==> src/rtl/iwa_pkg.sv <==
// ============================================================================
// iwa_pkg: shared types and constants of the IMU window averager
// Window geometry, datapath widths, the Z scaling reciprocal and the
// control state type.
// ============================================================================
package iwa_pkg;

  localparam int WINDOW_LEN = 8;
  localparam int SAMPLE_W   = 16;
  localparam int DIV_W      = 11;
  localparam int DZ_W       = 11;
  localparam int SZ_W       = 10;

  // sum of a full window of 16-bit samples
  localparam int SUM_W  = SAMPLE_W + $clog2(WINDOW_LEN);
  localparam int FILL_W = $clog2(WINDOW_LEN + 1);
  localparam int DIVR_W = FILL_W + DIV_W;
  localparam int CNT_W  = $clog2(SUM_W + 1);

  // |z| / 100 as (|z| * ceil(2^22 / 100)) >> 22, exact for |z| <= 32768
  localparam int Z_RECIP_W = 16;
  localparam int Z_SHIFT   = 22;
  localparam int PROD_W    = 32;
  localparam logic [Z_RECIP_W-1:0] Z_RECIP = 16'd41944;

  typedef enum logic [1:0] {
    ST_IDLE,
    ST_SCALE,
    ST_PUSH,
    ST_DIV
  } iwa_state_e;

  typedef struct packed {
    logic                busy;
    logic [SAMPLE_W-1:0] quot;
  } iwa_lane_out_t;

endpackage

==> src/rtl/iwa_zscale.sv <==
// ============================================================================
// iwa_zscale: Z scaling and differencing
// Divides the Z acceleration by 100 toward zero through a reciprocal
// multiply and forms the difference to the previous scaled value.
// ============================================================================
module iwa_zscale (
  input  logic                                clk_i,
  input  logic                                rst_ni,
  input  logic                                load_i,
  input  logic                                push_i,
  input  logic signed [iwa_pkg::SAMPLE_W-1:0] accel_z_i,
  output logic signed [iwa_pkg::DZ_W-1:0]     dz_o
);
  import iwa_pkg::*;

  logic [SAMPLE_W-1:0]      mag_q;
  logic                     neg_q;
  logic [PROD_W-1:0]        prod_q;
  logic signed [SZ_W-1:0]   prev_q;
  logic [SZ_W-1:0]          quot_mag;
  logic signed [SZ_W-1:0]   scaled;

  always_ff @(posedge clk_i) begin
    if (load_i) begin
      neg_q <= accel_z_i[SAMPLE_W-1];
      mag_q <= accel_z_i[SAMPLE_W-1] ? $unsigned(-accel_z_i) : $unsigned(accel_z_i);
    end
    prod_q <= PROD_W'(mag_q) * PROD_W'(Z_RECIP);
  end

  assign quot_mag = prod_q[Z_SHIFT +: SZ_W];
  assign scaled   = neg_q ? -$signed(quot_mag) : $signed(quot_mag);
  assign dz_o     = DZ_W'(scaled) - DZ_W'(prev_q);

  always_ff @(posedge clk_i or negedge rst_ni) begin
    if (!rst_ni) begin
      prev_q <= '0;
    end else if (push_i) begin
      prev_q <= scaled;
    end
  end

endmodule

==> src/rtl/iwa_lane.sv <==
// ============================================================================
// iwa_lane: one averaging lane
// Sliding window with running sum and fill count, followed by a
// restoring divider that takes one quotient bit per cycle.
// ============================================================================
module iwa_lane (
  input  logic                                clk_i,
  input  logic                                rst_ni,
  input  logic                                push_i,
  input  logic signed [iwa_pkg::SAMPLE_W-1:0] sample_i,
  input  logic [iwa_pkg::DIV_W-1:0]           extra_i,
  output iwa_pkg::iwa_lane_out_t              lane_o
);
  import iwa_pkg::*;

  logic signed [SAMPLE_W-1:0] win_q [WINDOW_LEN];
  logic [FILL_W-1:0]          fill_q, fill_d;
  logic signed [SUM_W-1:0]    sum_q, sum_d;
  logic signed [SUM_W-1:0]    drop;
  logic                       full;
  logic                       load_q;
  logic [CNT_W-1:0]           cnt_q, cnt_d;
  logic [SUM_W-1:0]           mag_q, mag_d;
  logic                       neg_q, neg_d;
  logic [DIVR_W-1:0]          divr_q, divr_d;
  logic [DIVR_W-1:0]          rem_q, rem_d;
  logic [DIVR_W:0]            trial;
  logic                       qbit;
  logic [SUM_W-1:0]           quot;

  assign full   = (fill_q == FILL_W'(WINDOW_LEN));
  assign drop   = full ? SUM_W'(win_q[WINDOW_LEN-1]) : '0;
  assign sum_d  = sum_q + SUM_W'(sample_i) - drop;
  assign fill_d = full ? fill_q : fill_q + 1'b1;

  // newest at the head, oldest drops off the tail
  always_ff @(posedge clk_i) begin
    if (push_i) begin
      win_q[0] <= sample_i;
      for (int i = 1; i < WINDOW_LEN; i++) begin
        win_q[i] <= win_q[i-1];
      end
    end
  end

  assign trial = {rem_q, mag_q[SUM_W-1]};
  assign qbit  = (trial >= {1'b0, divr_q});

  always_comb begin
    mag_d  = mag_q;
    neg_d  = neg_q;
    divr_d = divr_q;
    rem_d  = rem_q;
    cnt_d  = cnt_q;
    if (load_q) begin
      neg_d  = sum_q[SUM_W-1];
      mag_d  = sum_q[SUM_W-1] ? $unsigned(-sum_q) : $unsigned(sum_q);
      divr_d = DIVR_W'(fill_q) * DIVR_W'(extra_i);
      rem_d  = '0;
      cnt_d  = CNT_W'(SUM_W);
    end else if (cnt_q != '0) begin
      rem_d = qbit ? DIVR_W'(trial - {1'b0, divr_q}) : trial[DIVR_W-1:0];
      mag_d = {mag_q[SUM_W-2:0], qbit};
      cnt_d = cnt_q - 1'b1;
    end
  end

  always_ff @(posedge clk_i) begin
    mag_q  <= mag_d;
    neg_q  <= neg_d;
    divr_q <= divr_d;
    rem_q  <= rem_d;
  end

  always_ff @(posedge clk_i or negedge rst_ni) begin
    if (!rst_ni) begin
      fill_q <= '0;
      sum_q  <= '0;
      load_q <= 1'b0;
      cnt_q  <= '0;
    end else begin
      load_q <= push_i;
      cnt_q  <= cnt_d;
      if (push_i) begin
        fill_q <= fill_d;
        sum_q  <= sum_d;
      end
    end
  end

  assign quot        = neg_q ? $unsigned(-mag_q) : mag_q;
  assign lane_o.quot = quot[SAMPLE_W-1:0];
  assign lane_o.busy = load_q || (cnt_q != '0);

endmodule

==> src/rtl/imu_window_averager_unit.sv <==
// ============================================================================
// imu_window_averager_unit: sliding-window IMU averager
// Three lanes average X, Y and the Z delta; the top merges their results.
// ============================================================================
// Usage:
//   Input beats on s_axis carry accel_x, accel_y and world_accel_z; each beat
//   yields one output beat on m_axis with avg_x, avg_y and avg_z_delta.
//   cfg_we_i / cfg_wdata_i write position_divider (0 acts as 1); write it
//   only while the block is idle.
//   Sequence: the beat is registered, the Z reciprocal multiply is registered,
//   the windows are pushed, the dividers are loaded and run SUM_W divider
//   steps (19 at a window of eight), then the result enters the output
//   register once it is free and m_axis_tvalid rises.
//   A new beat is accepted only after the last one has left the bit-serial
//   dividers of the lanes, which all run in lockstep.
//   s_axis_tready is high only while no beat is in the lanes. A finished
//   result waits in the output register, so a new beat is accepted while
//   the receiver stalls; a second result waits in the lanes until it frees.
//   Reset empties the windows, clears the previous Z, sets the divider to 1.
// ============================================================================
module imu_window_averager_unit (
  input  logic                          clk_i,
  input  logic                          rst_ni,
  input  logic                          cfg_we_i,
  input  logic [iwa_pkg::DIV_W-1:0]     cfg_wdata_i,   // position_divider
  input  logic                          s_axis_tvalid,
  output logic                          s_axis_tready,
  input  logic [47:0]                   s_axis_tdata,  // accel_x, accel_y, world_accel_z
  output logic                          m_axis_tvalid,
  input  logic                          m_axis_tready,
  output logic [47:0]                   m_axis_tdata   // avg_x, avg_y, avg_z_delta, 5'b0
);
  import iwa_pkg::*;

  iwa_state_e                 state_q, state_d;
  logic [DIV_W-1:0]           pos_div_q;
  logic [DIV_W-1:0]           div_eff;
  logic signed [SAMPLE_W-1:0] in_x_q, in_y_q;
  logic signed [DZ_W-1:0]     dz;
  logic                       accept, push, out_load, out_free, lanes_busy;
  iwa_lane_out_t              lane_x, lane_y, lane_z;
  logic [SAMPLE_W-1:0]        out_x_q, out_y_q;
  logic [DZ_W-1:0]            out_z_q;
  logic                       out_valid_q;

  always_ff @(posedge clk_i or negedge rst_ni) begin
    if (!rst_ni) begin
      pos_div_q <= DIV_W'(1);
    end else if (cfg_we_i) begin
      pos_div_q <= cfg_wdata_i;
    end
  end

  assign div_eff = (pos_div_q == '0) ? DIV_W'(1) : pos_div_q;

  assign accept     = s_axis_tvalid && s_axis_tready;
  assign lanes_busy = lane_x.busy || lane_y.busy || lane_z.busy;
  assign out_free   = !out_valid_q || m_axis_tready;

  always_comb begin
    state_d = state_q;
    case (state_q)
      ST_IDLE:  if (accept) state_d = ST_SCALE;
      ST_SCALE: state_d = ST_PUSH;
      ST_PUSH:  state_d = ST_DIV;
      ST_DIV:   if (!lanes_busy && out_free) state_d = ST_IDLE;
      default:  state_d = ST_IDLE;
    endcase
  end

  always_comb begin
    s_axis_tready = 1'b0;
    push          = 1'b0;
    out_load      = 1'b0;
    case (state_q)
      ST_IDLE:  s_axis_tready = 1'b1;
      ST_PUSH:  push = 1'b1;
      ST_DIV:   out_load = !lanes_busy && out_free;
      default:  ;
    endcase
  end

  always_ff @(posedge clk_i or negedge rst_ni) begin
    if (!rst_ni) begin
      state_q <= ST_IDLE;
    end else begin
      state_q <= state_d;
    end
  end

  always_ff @(posedge clk_i) begin
    if (accept) begin
      in_x_q <= s_axis_tdata[15:0];
      in_y_q <= s_axis_tdata[31:16];
    end
  end

  iwa_zscale u_zscale (
    .clk_i     (clk_i),
    .rst_ni    (rst_ni),
    .load_i    (accept),
    .push_i    (push),
    .accel_z_i (s_axis_tdata[47:32]),
    .dz_o      (dz)
  );

  iwa_lane u_lane_x (
    .clk_i    (clk_i),
    .rst_ni   (rst_ni),
    .push_i   (push),
    .sample_i (in_x_q),
    .extra_i  (div_eff),
    .lane_o   (lane_x)
  );

  iwa_lane u_lane_y (
    .clk_i    (clk_i),
    .rst_ni   (rst_ni),
    .push_i   (push),
    .sample_i (in_y_q),
    .extra_i  (div_eff),
    .lane_o   (lane_y)
  );

  iwa_lane u_lane_z (
    .clk_i    (clk_i),
    .rst_ni   (rst_ni),
    .push_i   (push),
    .sample_i (SAMPLE_W'(dz)),
    .extra_i  (DIV_W'(1)),
    .lane_o   (lane_z)
  );

  // merge the lane quotients into the output beat
  always_ff @(posedge clk_i) begin
    if (out_load) begin
      out_x_q <= lane_x.quot;
      out_y_q <= lane_y.quot;
      out_z_q <= lane_z.quot[DZ_W-1:0];
    end
  end

  always_ff @(posedge clk_i or negedge rst_ni) begin
    if (!rst_ni) begin
      out_valid_q <= 1'b0;
    end else if (out_load) begin
      out_valid_q <= 1'b1;
    end else if (m_axis_tready) begin
      out_valid_q <= 1'b0;
    end
  end

  assign m_axis_tvalid = out_valid_q;
  assign m_axis_tdata  = {5'b0, out_z_q, out_y_q, out_x_q};

`ifndef SYNTHESIS
  a_ready_lanes_idle: assert property (@(posedge clk_i) disable iff (!rst_ni)
    s_axis_tready |-> !lanes_busy)
    else $error("input ready while lanes busy");

  a_lanes_lockstep: assert property (@(posedge clk_i) disable iff (!rst_ni)
    (lane_x.busy == lane_z.busy) && (lane_y.busy == lane_z.busy))
    else $error("lanes out of step");

  a_accept_scale: assert property (@(posedge clk_i) disable iff (!rst_ni)
    accept |=> (state_q == ST_SCALE))
    else $error("accepted beat not scaled");

  a_load_free: assert property (@(posedge clk_i) disable iff (!rst_ni)
    out_load |-> (push == 1'b0) && out_free)
    else $error("output loaded while occupied");
`endif

endmodule
==> config.mk <==
export PLATFORM = sky130hd
export DESIGN_NAME = imu_window_averager_unit
export DESIGN_NICKNAME = d
export VERILOG_FILES = /design/src/rtl/iwa_pkg.sv /design/src/rtl/iwa_zscale.sv /design/src/rtl/iwa_lane.sv /design/src/rtl/imu_window_averager_unit.sv
export SDC_FILE = /design/constraint.sdc
export NUM_CORES = 1
export LEC_CHECK = 0
export BUFFER_PORTS_ARGS = -buffer_cell sky130_fd_sc_hd__buf_2
export CORE_ASPECT_RATIO = 1.1
export CORE_MARGIN = 2
export CORE_UTILIZATION = 40
export DETAILED_ROUTE_END_ITERATION = 10
export SLEW_MARGIN = 20
export SYNTH_ARGS = -nofsm -noshare
export SYNTH_HDL_FRONTEND = slang
export SYNTH_SLANG_ARGS = --single-unit
==> constraint.sdc <==
create_clock -name clk_i -period 14.8 [get_ports clk_i]
set_clock_uncertainty 0.1 [all_clocks]
set_input_delay 1.48 -clock clk_i [delete_from_list [all_inputs] [get_ports clk_i]]
set_output_delay 1.48 -clock clk_i [all_outputs]
set_load 0.03 [all_outputs]
==> metrics list <==
- From left edge to right edge, the die measures around 300 um.
- For the finished layout, the period the worst path requires is ~5700 ps.
* Largest buffer count on any clock path: 3
* Cell with the most instances after synthesis: sky130_fd_sc_hd__edfxtp_1
- After clock tree synthesis, the clock-pin slew on the worst setup and hold paths is around 60 ps.
- Setup repair after global routing left no endpoint under its margin.
* Count of buffers from port buffering: about 110
* EDFF count, synth: 530
- Final sum of negative setup slack: 0 ps
* Cell taking the most area after synthesis: sky130_fd_sc_hd__edfxtp_1
- Synth top cells by count: sky130_fd_sc_hd__edfxtp_1, sky130_fd_sc_hd__inv_1, sky130_fd_sc_hd__ha_1, sky130_fd_sc_hd__nand2_1, sky130_fd_sc_hd__nor2_1
* Yosys Warn Count: 0
- Cts bufs inserted: 75
* Headroom to the max-slew limit: 0.258
- Critical setup path kind: flip-flop to flip-flop
- In this run the standard cell core region covers between 90,000 and 100,000 um2.
- The initial utilization of the core area, before any placement, comes to 0.404.
- The initial antenna violation count was 2.
* Clock latency at the later pin of the worst-skew pair: 630 ps
* Number of register bits inferred by synthesis: 694
* H-tree levels: 3
* First-pass GRT wire length: 115,000 um
* Post-CTS Setup Inserts: 0
- Achievable frequency: 0.176 GHz
* Leading register cell type out of synthesis: sky130_fd_sc_hd__edfxtp_1
- After synthesis the cells add up to around 38,000 um2.
* Count of final max-slew check failures: 0
* Number of placement rows: ~120
- In the synthesized netlist, the number of instances is approximately 3,200.
* Path category of the worst min-delay check: flip-flop to flip-flop
- Critical path startpoint category: flip-flop
- CTS tree: yes
- Maximum fanout count along the critical path: 8
* Vias/cell: between 4 and 5
* Share of layout cells above drive strength 1: 0.0874
- Setup violations remaining at the end of the flow were counted as 0.
* Area of the die: 97,500 um2
- Synthesis instantiated 74 different standard cells from the library.
* Dominant cells by area after synthesis: sky130_fd_sc_hd__edfxtp_1, sky130_fd_sc_hd__fa_1, sky130_fd_sc_hd__ha_1
- In this run, post-CTS repair resized a total of 0 instances.
- Cell with the biggest individual delay on the critical path: sky130_fd_sc_hd__fa_1
- Ordered cell list for the critical path: inv_1, ha_1, nand2b_1, xnor2_1, ha_1, nor2b_1, o21ai_0, a21boi_0, o21ai_0, a21boi_0, o21ai_0, a21boi_0, a2bb2oi_1, buf_4, fa_1, inv_1, ha_1, a21o_1, a221o_1, o41ai_1, o21ai_0, xnor2_1, nand2_1, xnor2_1
- Routed len/inst: ~15 um
- Remaining DRCs: 0
- Pre-antenna DRT Iters: 7
- Status: completed
- The net count of the finished layout is 3,826.
- The number of global-route vias before repair was 22,400.
- The filler cells instantiated in the layout total around 8,800.
- After global routing the overflow that remains totals 0.
- The share of the Yosys chip area taken by registers is 0.519.
- The die is around 330 um tall.
* Top cell type's share of synthesized area: 0.419
- Detailed placement finished with a half-perimeter wire length of around 50,000 um.
- Entering global routing, the biggest net connects 211 pins.
* Syn-to-layout area delta: 11.9%
* Total GRT Usage: 0.144
- The detailed router finished its first iteration with about 1,200 violations.
- The clock net in this run drives a total of 694 sinks.
- Worst-margin pin slew: 1110 ps
* Count of hold-fix buffers inserted at cts: 0
- Asr flop ratio synth: 0.157
* Final weighted congestion of routability-driven global placement: a little over 0.8
- Period utilization: 0.383
- The final layout contains routed wiring with a total length of about 70,000 um.
- In this run the remaining antenna-violating nets after routing total 0.
- Root Driver: sky130_fd_sc_hd__clkbuf_16
- I/O pin count: between 100 and 150
- Among the stages of the critical path, the cell type that occurs most often is sky130_fd_sc_hd__o21ai_0.
* Total via count in the routed design: roughly 22,000
- A synthesized cell averages around 12 um2.
- Data arrival time of the worst path: 6070 ps
- CP required: 15,200 ps
- Capturing element type of the critical path: flip-flop
- Max-cap violations in this run came to 0.
- The count of final hold-check violations came to 0.
* Delay contributed by the slowest stage of the critical path: about 540 ps
==> per-stage QoR <==
stage,instances,util,hold WS (ps),setup slack [ps],area [um2]
2_1_floorplan,3208,-,300,3900,38000
3_3_place_gp,4507,0.424,300,9200,40000
3_5_place_dp,4507,0.424,305,9120,40000
4_1_cts,4645,0.452,286,9110,42500
5_1_grt,4645,0.452,306,8610,42600
6_report,4646,0.452,294,9130,42600
==> layout make-up <==
class | count | area (um2) | share of cell area
inverter | 473 | 1780 | 0.0417
clock buffer | 100 | 2050 | 0.0483
tap | 1260 | 1580 | 0.0370
sequential | 694 | 19700 | 0.464
antenna | 1 | 2.50 | 0.0000588
multi-input combinational | 1955 | 16200 | 0.380
clock inverter | 38 | 533 | 0.0125
timing repair buffer | 125 | 683 | 0.0161
==> worst max-delay path, delay by kind of cell, from the launching register on <==
kind,cells,cell delay (ps)
fa+ha+maj,4,1390
simple gates,3,370
flops,1,350
compound gates,11,2460
buf+inv,3,320
xor+xnor,3,570
==> final timing paths <==
check | start | end | slack [ps] | depth (start not counted)
min in group asynchronous | rst_ni | u_lane_y.sum_q[15] | 730 | 1
setup reg to reg | u_zscale.prod_q[22] | u_lane_z.sum_q[18] | 9130 | 24
max in group asynchronous | rst_ni | u_lane_z.load_q | 12370 | 2
hold reg to reg | u_lane_z.win_q[0][50] | u_lane_z.win_q[1][2] | 290 | 0
hold / removal | u_lane_z.win_q[0][50] | u_lane_z.win_q[1][2] | 290 | 0
setup / recovery | u_zscale.prod_q[22] | u_lane_z.sum_q[18] | 9130 | 24
==> per-layer routing <==
| metal | vias to the layer above | GRT usage | share of wire | routed length, um |
|---|---|---|---|---|
| li1 | 11300 | - | - | - |
| met1 | 10800 | 0.209 | 0.50 | 34400 |
| met2 | 304 | 0.220 | 0.44 | 30200 |
| met3 | 92 | 0.0248 | 0.039 | 2710 |
| met4 | 0 | 0.0410 | 0.022 | 1520 |
| met5 | - | 0 | 0 | 0 |
==> layout by cell type, fill, tap and decap left out, types with 23 or more instances in the layout <==
cell                        count
sky130_fd_sc_hd__a211oi_1      26
sky130_fd_sc_hd__a21o_1        49
sky130_fd_sc_hd__a21oi_1      138
sky130_fd_sc_hd__and2_1        79
sky130_fd_sc_hd__buf_2        107
sky130_fd_sc_hd__clkbuf_16     77
sky130_fd_sc_hd__dfrtp_1      107
sky130_fd_sc_hd__dfxtp_1       55
sky130_fd_sc_hd__edfxtp_1     530
sky130_fd_sc_hd__fa_1         169
sky130_fd_sc_hd__ha_1         268
sky130_fd_sc_hd__inv_1        473
sky130_fd_sc_hd__mux2_2        30
sky130_fd_sc_hd__mux2i_1       32
sky130_fd_sc_hd__nand2_1      206
sky130_fd_sc_hd__nand2b_1      29
sky130_fd_sc_hd__nand3_1       30
sky130_fd_sc_hd__nor2_1       177
sky130_fd_sc_hd__nor2b_1       23
sky130_fd_sc_hd__nor3_1        43
sky130_fd_sc_hd__nor4_1        32
sky130_fd_sc_hd__o21a_1        23
sky130_fd_sc_hd__o21ai_0      133
sky130_fd_sc_hd__o31ai_1       29
sky130_fd_sc_hd__xnor2_1      172
sky130_fd_sc_hd__xor2_1        50
==> flip-flops by register name, indices dropped and copies added, names as in the netlist, 16 cells and up <==
signal / count
u_lane_x.win_q: 128
u_lane_y.win_q: 128
u_lane_z.win_q: 88
u_lane_x.mag_q: 19
u_lane_x.sum_q: 19
u_lane_y.mag_q: 19
u_lane_y.sum_q: 19
u_lane_z.mag_q: 19
u_lane_z.sum_q: 19
in_x_q: 16
in_y_q: 16
out_x_q: 16
out_y_q: 16
u_zscale.mag_q: 16
==> cell families after synthesis <==
group,share of synthesized area
and+or+nand+nor,0.0910
DFF,0.519
buffers and inverters,0.0562
AOI/OAI and AO/OA,0.0873
adders and majority gates,0.178
xor gates and xnor gates,0.0511
muxes,0.0173
other,0.0000986
Power is not shown: default switching activity piles up to over one toggle a cycle in this logic, so the estimate is an artifact.
